--- src/sv/wmc_pkg.sv ---
// shared types and constants for the wiper motor controller
// no dependencies; used by every other file of the block
`timescale 1ns / 1ps
`default_nettype none

package wmc_pkg;

  // wiper state codes
  localparam logic [2:0] ST_PARKED   = 3'd0;
  localparam logic [2:0] ST_PARKING  = 3'd1;
  localparam logic [2:0] ST_SLOW     = 3'd2;
  localparam logic [2:0] ST_FAST     = 3'd3;
  localparam logic [2:0] ST_INTER_ON = 3'd4;
  localparam logic [2:0] ST_PAUSE    = 3'd5;
  localparam logic [2:0] ST_WASH     = 3'd6;
  localparam logic [2:0] ST_SWIPE    = 3'd7;

  // motor speed codes
  localparam logic [1:0] MOT_OFF  = 2'd0;
  localparam logic [1:0] MOT_SLOW = 2'd1;
  localparam logic [1:0] MOT_FAST = 2'd2;

  // configuration register indexes
  localparam logic [2:0] CFG_ENABLE      = 3'd0;
  localparam logic [2:0] CFG_PARK_LEVEL  = 3'd1;
  localparam logic [2:0] CFG_WASH_CYCLES = 3'd2;
  localparam logic [2:0] CFG_DELAYS_LOW  = 3'd3;
  localparam logic [2:0] CFG_DELAYS_HIGH = 3'd4;

  localparam logic [31:0] SPIN_OFF_MS   = 32'd100;
  localparam logic [14:0] DELAY_UNIT_MS = 15'd100;
  localparam logic [3:0]  INTER_FIRST   = 4'd3;
  localparam logic [3:0]  INTER_LAST    = 4'd8;
  localparam logic [4:0]  WASH_CNT_MAX  = 5'd31;

  typedef struct packed {
    logic [31:0] now_ms;
    logic        park_raw;
    logic        wash_request;
    logic        swipe_request;
    logic        mode_valid;
    logic [2:0]  mode_state;
    logic [3:0]  mode_speed;
  } in_t;

  typedef struct packed {
    logic       slow_drive;
    logic       fast_drive;
    logic [2:0] wiper_state;
  } out_t;

  typedef struct packed {
    logic        enable;
    logic        park_active_level;
    logic [3:0]  wash_wipe_cycles;
    logic [23:0] inter_delays_low;
    logic [23:0] inter_delays_high;
  } cfg_t;

  typedef struct packed {
    logic [2:0]  cur_state;
    logic [2:0]  state_before_wash;
    logic [1:0]  last_motor_speed;
    logic [1:0]  drive_bits;
    logic [31:0] motor_start_time;
    logic [31:0] pause_start_time;
    logic [14:0] pause_length;
    logic [4:0]  wash_pass_count;
    logic        park_seen_last;
    logic [3:0]  chosen_speed;
  } wstate_t;

  function automatic logic [1:0] motor_bits(input logic [1:0] speed);
    logic [1:0] bits;
    case (speed)
      MOT_FAST: bits = 2'b11;
      MOT_SLOW: bits = 2'b01;
      default:  bits = 2'b00;
    endcase
    return bits;
  endfunction

endpackage

`default_nettype wire

--- src/sv/wmc_step.sv ---
// next-state logic for one update tick of the wiper controller
// depends on wmc_pkg; purely combinational, registered by the top level
`timescale 1ns / 1ps
`default_nettype none

module wmc_step (
  input  wire wmc_pkg::wstate_t st,
  input  wire wmc_pkg::cfg_t    cfg,
  input  wire wmc_pkg::in_t     beat,
  output wmc_pkg::wstate_t      st_nxt,
  output wmc_pkg::out_t         res
);

  logic        park;
  logic [2:0]  pl_idx;
  logic [7:0]  pl_byte;
  logic [1:0]  spd;
  logic        spun;
  logic [31:0] pause_elapsed;
  logic [2:0]  restore_state;

  always_comb begin
    park    = (beat.park_raw == cfg.park_active_level);
    st_nxt  = st;
    pl_idx  = 3'(st.chosen_speed - wmc_pkg::INTER_FIRST);
    pl_byte = 8'd0;
    spd     = wmc_pkg::MOT_OFF;
    spun    = 1'b0;
    pause_elapsed = beat.now_ms - st.pause_start_time;
    restore_state = st.state_before_wash;

    case (pl_idx)
      3'd0:    pl_byte = cfg.inter_delays_low[7:0];
      3'd1:    pl_byte = cfg.inter_delays_low[15:8];
      3'd2:    pl_byte = cfg.inter_delays_low[23:16];
      3'd3:    pl_byte = cfg.inter_delays_high[7:0];
      3'd4:    pl_byte = cfg.inter_delays_high[15:8];
      3'd5:    pl_byte = cfg.inter_delays_high[23:16];
      default: pl_byte = 8'd0;
    endcase

    if (!cfg.enable) begin
      st_nxt.last_motor_speed = wmc_pkg::MOT_OFF;
      st_nxt.drive_bits       = 2'b00;
    end else begin
      if (st.chosen_speed inside {[wmc_pkg::INTER_FIRST:wmc_pkg::INTER_LAST]}) begin
        st_nxt.pause_length = 15'(pl_byte) * wmc_pkg::DELAY_UNIT_MS;
      end

      if (beat.wash_request && st_nxt.cur_state != wmc_pkg::ST_WASH) begin
        st_nxt.state_before_wash = st_nxt.cur_state;
        st_nxt.cur_state         = wmc_pkg::ST_WASH;
      end
      if (beat.swipe_request && st_nxt.cur_state == wmc_pkg::ST_PARKED) begin
        st_nxt.cur_state = wmc_pkg::ST_SWIPE;
      end

      // motor speed picked by the state; parking may first start slow
      case (st_nxt.cur_state)
        wmc_pkg::ST_PARKING: spd = (st.drive_bits == 2'b00) ? wmc_pkg::MOT_SLOW
                                                              : st.last_motor_speed;
        wmc_pkg::ST_SLOW:     spd = wmc_pkg::MOT_SLOW;
        wmc_pkg::ST_FAST:     spd = wmc_pkg::MOT_FAST;
        wmc_pkg::ST_INTER_ON: spd = wmc_pkg::MOT_SLOW;
        wmc_pkg::ST_WASH:     spd = (st_nxt.state_before_wash == wmc_pkg::ST_FAST) ?
                                    wmc_pkg::MOT_FAST : wmc_pkg::MOT_SLOW;
        wmc_pkg::ST_SWIPE:    spd = wmc_pkg::MOT_FAST;
        default:              spd = wmc_pkg::MOT_OFF;
      endcase

      if (st_nxt.cur_state != wmc_pkg::ST_PARKING || st.drive_bits == 2'b00) begin
        if (spd != st.last_motor_speed && spd != wmc_pkg::MOT_OFF) begin
          st_nxt.motor_start_time = beat.now_ms;
        end
        st_nxt.last_motor_speed = spd;
        st_nxt.drive_bits       = wmc_pkg::motor_bits(spd);
      end

      spun = (beat.now_ms - st_nxt.motor_start_time) > wmc_pkg::SPIN_OFF_MS;

      case (st_nxt.state_before_wash)
        wmc_pkg::ST_PARKED: restore_state = wmc_pkg::ST_PARKING;
        wmc_pkg::ST_PAUSE:  restore_state = wmc_pkg::ST_INTER_ON;
        default:            restore_state = st_nxt.state_before_wash;
      endcase

      case (st_nxt.cur_state)
        wmc_pkg::ST_PARKING: begin
          if (park) begin
            st_nxt.last_motor_speed = wmc_pkg::MOT_OFF;
            st_nxt.drive_bits       = 2'b00;
            st_nxt.cur_state        = wmc_pkg::ST_PARKED;
            st_nxt.chosen_speed     = 4'd0;
          end
        end
        wmc_pkg::ST_INTER_ON: begin
          if (spun && park) begin
            st_nxt.pause_start_time = beat.now_ms;
            st_nxt.cur_state        = wmc_pkg::ST_PAUSE;
          end
        end
        wmc_pkg::ST_PAUSE: begin
          if (pause_elapsed > {17'd0, st_nxt.pause_length}) begin
            st_nxt.cur_state = wmc_pkg::ST_INTER_ON;
          end
        end
        wmc_pkg::ST_WASH: begin
          if (beat.wash_request) begin
            st_nxt.wash_pass_count = 5'd0;
            st_nxt.park_seen_last  = park;
          end else if (spun) begin
            if (park && !st.park_seen_last && st.wash_pass_count < wmc_pkg::WASH_CNT_MAX)
            begin
              st_nxt.wash_pass_count = st.wash_pass_count + 5'd1;
            end
            if (st_nxt.wash_pass_count >= {1'b0, cfg.wash_wipe_cycles}) begin
              st_nxt.cur_state = restore_state;
            end
            st_nxt.park_seen_last = park;
          end
        end
        wmc_pkg::ST_SWIPE: begin
          if (spun && park) begin
            st_nxt.cur_state = wmc_pkg::ST_PARKING;
          end
        end
        default: begin
        end
      endcase

      if (beat.mode_valid) begin
        st_nxt.cur_state    = beat.mode_state;
        st_nxt.chosen_speed = beat.mode_speed;
      end
    end

    res.slow_drive  = st_nxt.drive_bits[0];
    res.fast_drive  = st_nxt.drive_bits[1];
    res.wiper_state = st_nxt.cur_state;
  end

endmodule

`default_nettype wire

--- src/sv/wiper_motor_controller_unit.sv ---
// wiper motor controller: channel handshakes, state and config registers
// depends on wmc_pkg and wmc_step
`timescale 1ns / 1ps
`default_nettype none

// Usage
// in_*  : one beat per update tick (timestamp, park switch, wash/swipe
//         requests, optional mode update). accepted when in_valid && !in_stall.
// out_* : one beat per tick with slow/fast drive bits and the new state,
//         accepted when out_valid && !out_stall.
// cfg_* : register writes (index 0..4), always ready; index 5..7 ignored.
//         write only while no tick is in flight.
// The result beat is registered and follows the taken input beat in the next
// cycle. The tick update is one pass through the next-state logic into the
// state and result registers; a tick can be taken every cycle unless stalled.
// While the result register holds a beat that is stalled, in_stall is high;
// a tick is taken in the same cycle the held result leaves.
// Synchronous reset puts the wiper parked with motor off, clears the config
// registers (block disabled) and empties the result register.
module wiper_motor_controller_unit (
  input  wire                clk,
  input  wire                rst_n,
  input  wire                in_valid,
  output logic               in_stall,
  input  wire wmc_pkg::in_t  in_data,
  output logic               out_valid,
  input  wire                out_stall,
  output wmc_pkg::out_t      out_data,
  input  wire                cfg_valid,
  output logic               cfg_ready,
  input  wire [2:0]          cfg_index,
  input  wire [23:0]         cfg_data
);

  wmc_pkg::cfg_t    cfg_r;
  wmc_pkg::wstate_t st_r;
  wmc_pkg::wstate_t st_nxt;
  wmc_pkg::out_t    res_nxt;
  wmc_pkg::out_t    out_r;
  logic             out_valid_r;
  logic             in_take;

  assign in_stall  = out_valid_r && out_stall;
  assign in_take   = in_valid && !in_stall;
  assign cfg_ready = 1'b1;
  assign out_valid = out_valid_r;
  assign out_data  = out_r;

  wmc_step u_step (
    .st     (st_r),
    .cfg    (cfg_r),
    .beat   (in_data),
    .st_nxt (st_nxt),
    .res    (res_nxt)
  );

  always_ff @(posedge clk) begin
    if (!rst_n) begin
      cfg_r <= '0;
    end else if (cfg_valid && cfg_ready) begin
      case (cfg_index)
        wmc_pkg::CFG_ENABLE:      cfg_r.enable            <= cfg_data[0];
        wmc_pkg::CFG_PARK_LEVEL:  cfg_r.park_active_level <= cfg_data[0];
        wmc_pkg::CFG_WASH_CYCLES: cfg_r.wash_wipe_cycles  <= cfg_data[3:0];
        wmc_pkg::CFG_DELAYS_LOW:  cfg_r.inter_delays_low  <= cfg_data;
        wmc_pkg::CFG_DELAYS_HIGH: cfg_r.inter_delays_high <= cfg_data;
        default: begin
        end
      endcase
    end
  end

  always_ff @(posedge clk) begin
    if (!rst_n) begin
      st_r.cur_state         <= wmc_pkg::ST_PARKED;
      st_r.state_before_wash <= wmc_pkg::ST_PARKED;
      st_r.last_motor_speed  <= wmc_pkg::MOT_OFF;
      st_r.drive_bits        <= 2'b00;
      st_r.motor_start_time  <= '0;
      st_r.pause_start_time  <= '0;
      st_r.pause_length      <= '0;
      st_r.wash_pass_count   <= '0;
      st_r.park_seen_last    <= 1'b0;
      st_r.chosen_speed      <= 4'd0;
    end else if (in_take) begin
      st_r <= st_nxt;
    end
  end

  always_ff @(posedge clk) begin
    if (!rst_n) begin
      out_valid_r <= 1'b0;
    end else if (in_take) begin
      out_valid_r <= 1'b1;
    end else if (!out_stall) begin
      out_valid_r <= 1'b0;
    end
  end

  always_ff @(posedge clk) begin
    if (in_take) begin
      out_r <= res_nxt;
    end
  end

endmodule

`default_nettype wire

--- config.mk ---
export PLATFORM = sky130hd
export DESIGN_NAME = wiper_motor_controller_unit
export DESIGN_NICKNAME = d
export VERILOG_FILES = /design/src/sv/wmc_pkg.sv /design/src/sv/wmc_step.sv /design/src/sv/wiper_motor_controller_unit.sv
export SDC_FILE = /design/constraint.sdc
export NUM_CORES = 1
export LEC_CHECK = 0
export ABC_AREA = 1
export ABC_CLOCK_PERIOD_IN_PS = 16300
export BUFFER_PORTS_ARGS = -buffer_cell sky130_fd_sc_hd__buf_2
export CORE_UTILIZATION = 62
export CTS_CLUSTER_SIZE = 10
export DETAILED_ROUTE_END_ITERATION = 10
export GPL_ROUTABILITY_DRIVEN = 0
export GPL_TIMING_DRIVEN = 0
export PLACE_DENSITY = 0.82
export SLEW_MARGIN = 30
export SYNTH_ARGS = -nofsm -noshare
export SYNTH_HDL_FRONTEND = slang
export SYNTH_SLANG_ARGS = --single-unit
--- constraint.sdc ---
create_clock -name clk -period 16.3 [get_ports clk]
set_input_delay 1.63 -clock clk [delete_from_list [all_inputs] [get_ports clk]]
set_output_delay 1.63 -clock clk [all_outputs]
set_load 0.02 [all_outputs]
==> reports/metrics.yaml <==
min_path:
  holdCritStartpoint: "st_r[11]$_SDFFE_PN0P_"
  hold_path.class: "reg2reg"
logic_synthesis:
  syn_nets: 1864
  yosysWarnings: 0
  synth_top_family_by_area: "simple AND/OR/NAND/NOR gates"
  synthSimpleGateAreaFrac_pct: 21.7
  synth_mux_area_share_pct: 2.59
  syn_area_per_cell_um2: 6.93
  synth_compound_area_share_pct: 21.6
  async_flop_share_pct: 0
  syn_inst: 1674
  synth_xor_area_share_pct: 3.10
  synth_ff_type: "dfxtp_1"
  synthesis.area_um2: 11600
  netlist-cell-type-count: 58
  synthAdderAreaFrac_pct: 12.7
  ys_seq_area_share_pct: 27.9
  synth_edf_count: 5
  synth_seq_cells: 159
critical_path:
  worst_path_largest_cell_delay_ps: 520
  cp_slowest_cell: "clkbuf_1"
  start_kind: "primary input"
  critPathMostFrequentCell: "nand2_1"
  critical_path.max_fanout: 10
  endpoint_kind: "flop"
  ff2ff_path_depth: 41
  cp.arrival_ps: 7800
  critPathRequiredTime_ps: 16500
  critical_path_class: "in2reg"
  reg2reg_to: "out_data[0]$_DFFE_PP_"
  regToRegSetupSlack_ps: 9080
  r2r-start: "st_r[2]$_SDFFE_PN0P_"
  critPathCapture: "out_data[0]$_DFFE_PP_"
  critPathLaunch: "in_data[9]"
die:
  die_h_um: 139
  die_area_um2: 19300
  io_pins: 83
  die_w_um: 139
  start_util_pct: 63.9
  rows: 49
  core_area_um2: 18100
sta:
  tns_ps: 0
  period_needed_ps: 7600
  rsz0062_at_grt: "false"
  clock_skew_ps: 19.2
  period_share_pct: 46.6
  relSlewSlack_pct: 28.1
  timing.fmax_mhz: 132
  worst_pin_slew_ps: 1070
  drv_slew: 0
  hold_ws_ps: 445
  finalHoldViolCount: 0
  setup_ws_ps: 8700
  setup_violations: 0
clock_tree:
  numCtsBuffers: 17
  htreeDepth: 4
  cts_hold_buf: 0
  cts_tree: "yes"
  cts_root_buf: "clkbuf_16"
  clock_path_buffers: 2
  clkSinkCount: 159
  cts.clk_slew.worst_paths_ps: 80
  cts_setup_buffers: 0
  cts_resized: 0
  insertion_delay_ps: 460
placement:
  dpl.hpwl_um: 24100
  dp_slack_ps: 8390
  portBuffers: 79
  post-place-cells: 1982
  placed_area_um2: 12300
cells_and_area:
  most-common-layout-cells: "nand2_1, inv_1, a21oi_1"
  n_antenna_cell: 0
  fin_util_pct: 71.3
  fill_cells: 1475
  finalNonFillerCells: 2014
  syn_to_final_growth_pct: 11.5
  mostFrequentLayoutCell: "nand2_1"
  final_nets: 1962
  stdcell_area_um2: 12900
  drive_gt1_share_pct: 9.41
global_route:
  antenna_found_initial: 0
  grt_pass1_vias: 10952
  grt_overflow: 0
  grt_max_degree: 23
  grt_pass1_wl_um: 52200
  grt_usage_pct: 33.3
route:
  dr.pass1.iters: 9
  totalWireLength_um: 31700
  vias: 11703
  detail_route.iter0.violations: 1119
  routedWlPerCell_um: 15.7
  drc_errors: 5
  ant_nets: 0
  viasPerCell: 5.81
power_and_ir_drop:
  peakVddDrop_uv: 75.3
  power_per_cell_area_nw_per_um2: 84.7
  p_leak_nw: 6.06
  finalPower_mw: 1.10
status:
  status: "finished, violations left"
  failed_checks: "design-rule violations"
run:
  cap_violations: 0
[layout make-up]
class / instances / area (µm²) / area share, %
Tap cell: 229 / 287 / 2.21
Timing Repair Buffer: 79 / 395 / 3.06
Multi-Input combinational cell: 1202 / 7160 / 55.4
Buffer: 53 / 228 / 1.76
Inverter: 260 / 976 / 7.54
Sequential cell: 159 / 3230 / 25.0
Clock inverter: 15 / 229 / 1.77
Clock buffer: 17 / 425 / 3.29
[cells in the mapped netlist, drive strengths merged, types with 2 or more instances]
master   number  area share, %
xor2         26            2.0
o22ai         4           0.22
buf          16           0.77
o211a         2           0.17
nand2       278            9.4
mux2i        30            2.6
a31oi         3           0.16
nand3        76            3.8
clkbuf       37            1.2
nand3b        4           0.26
o21bai        5           0.32
ha          110             12
fa            5           0.86
a21boi        3           0.19
a211oi       14            1.0
or2           3           0.16
o211ai       35            2.3
o2111ai       2           0.15
xnor2        15            1.1
nor2        161            5.4
o21a          4           0.26
a221oi        5           0.38
o21ai       168            7.2
nand4        21            1.3
a21o          3           0.19
a21oi       184            8.0
nor3         19           0.86
inv         258            8.3
dfxtp       154             27
o31ai         4           0.26
clkinv        2          0.065
nor4          6           0.32
edfxtp        5            1.3
o221ai        6           0.45
[sequential cells by signal (all words and copies together), names as in the netlist]
| name | flops |
|---|---|
| out_data | 5 |
| st_r | 99 |
| cfg_r | 54 |
| out_valid | 1 |
[kinds of logic (layout without fill, tap and decap cells)]
group                      Yosys count  count (layout)
buffers and inverters              313             424
other                                1               1
DFF                                159             159
AOI/OAI and AO/OA                  445             445
adders and majority gates          115             115
and+or+nand+nor                    570             570
muxes                               30              30
xor gates and xnor gates            41              41
[critical path, delay by kind of cell]
family | cells | cell delay [ps]
buffers and inverters | 8 | 1360
adders and majority gates | 3 | 850
and+or+nand+nor | 25 | 2490
AOI/OAI and AO/OA | 7 | 1480
[per-layer routing]
layer	global-route usage, %	vias to the layer above	part of all wire [%]
li1	-	5816	-
met1	42.6	5364	44
met2	56.4	453	47
met3	5.35	70	6.7
met4	12.5	0	2.3
met5	0	-	0
[worst min path at each step]
stage / cells after the start / slack, ps / to
after floorplan: 2 / 420 / st_r[11]$_SDFFE_PN0P_
after global placement: 2 / 420 / st_r[11]$_SDFFE_PN0P_
after detailed placement: 2 / 440 / st_r[11]$_SDFFE_PN0P_
after CTS: 2 / 450 / st_r[11]$_SDFFE_PN0P_
after global routing: 2 / 470 / st_r[11]$_SDFFE_PN0P_
final: 2 / 450 / st_r[11]$_SDFFE_PN0P_
[report_power, final]
group / leakage [nW] / internal (mW) / switching (mW)
clock network: 0.313 / 0.218 / 0.219
registers: 1.30 / 0.399 / 0.00393
logic: 4.45 / 0.0913 / 0.164
(Power assumes the default switching activity.)
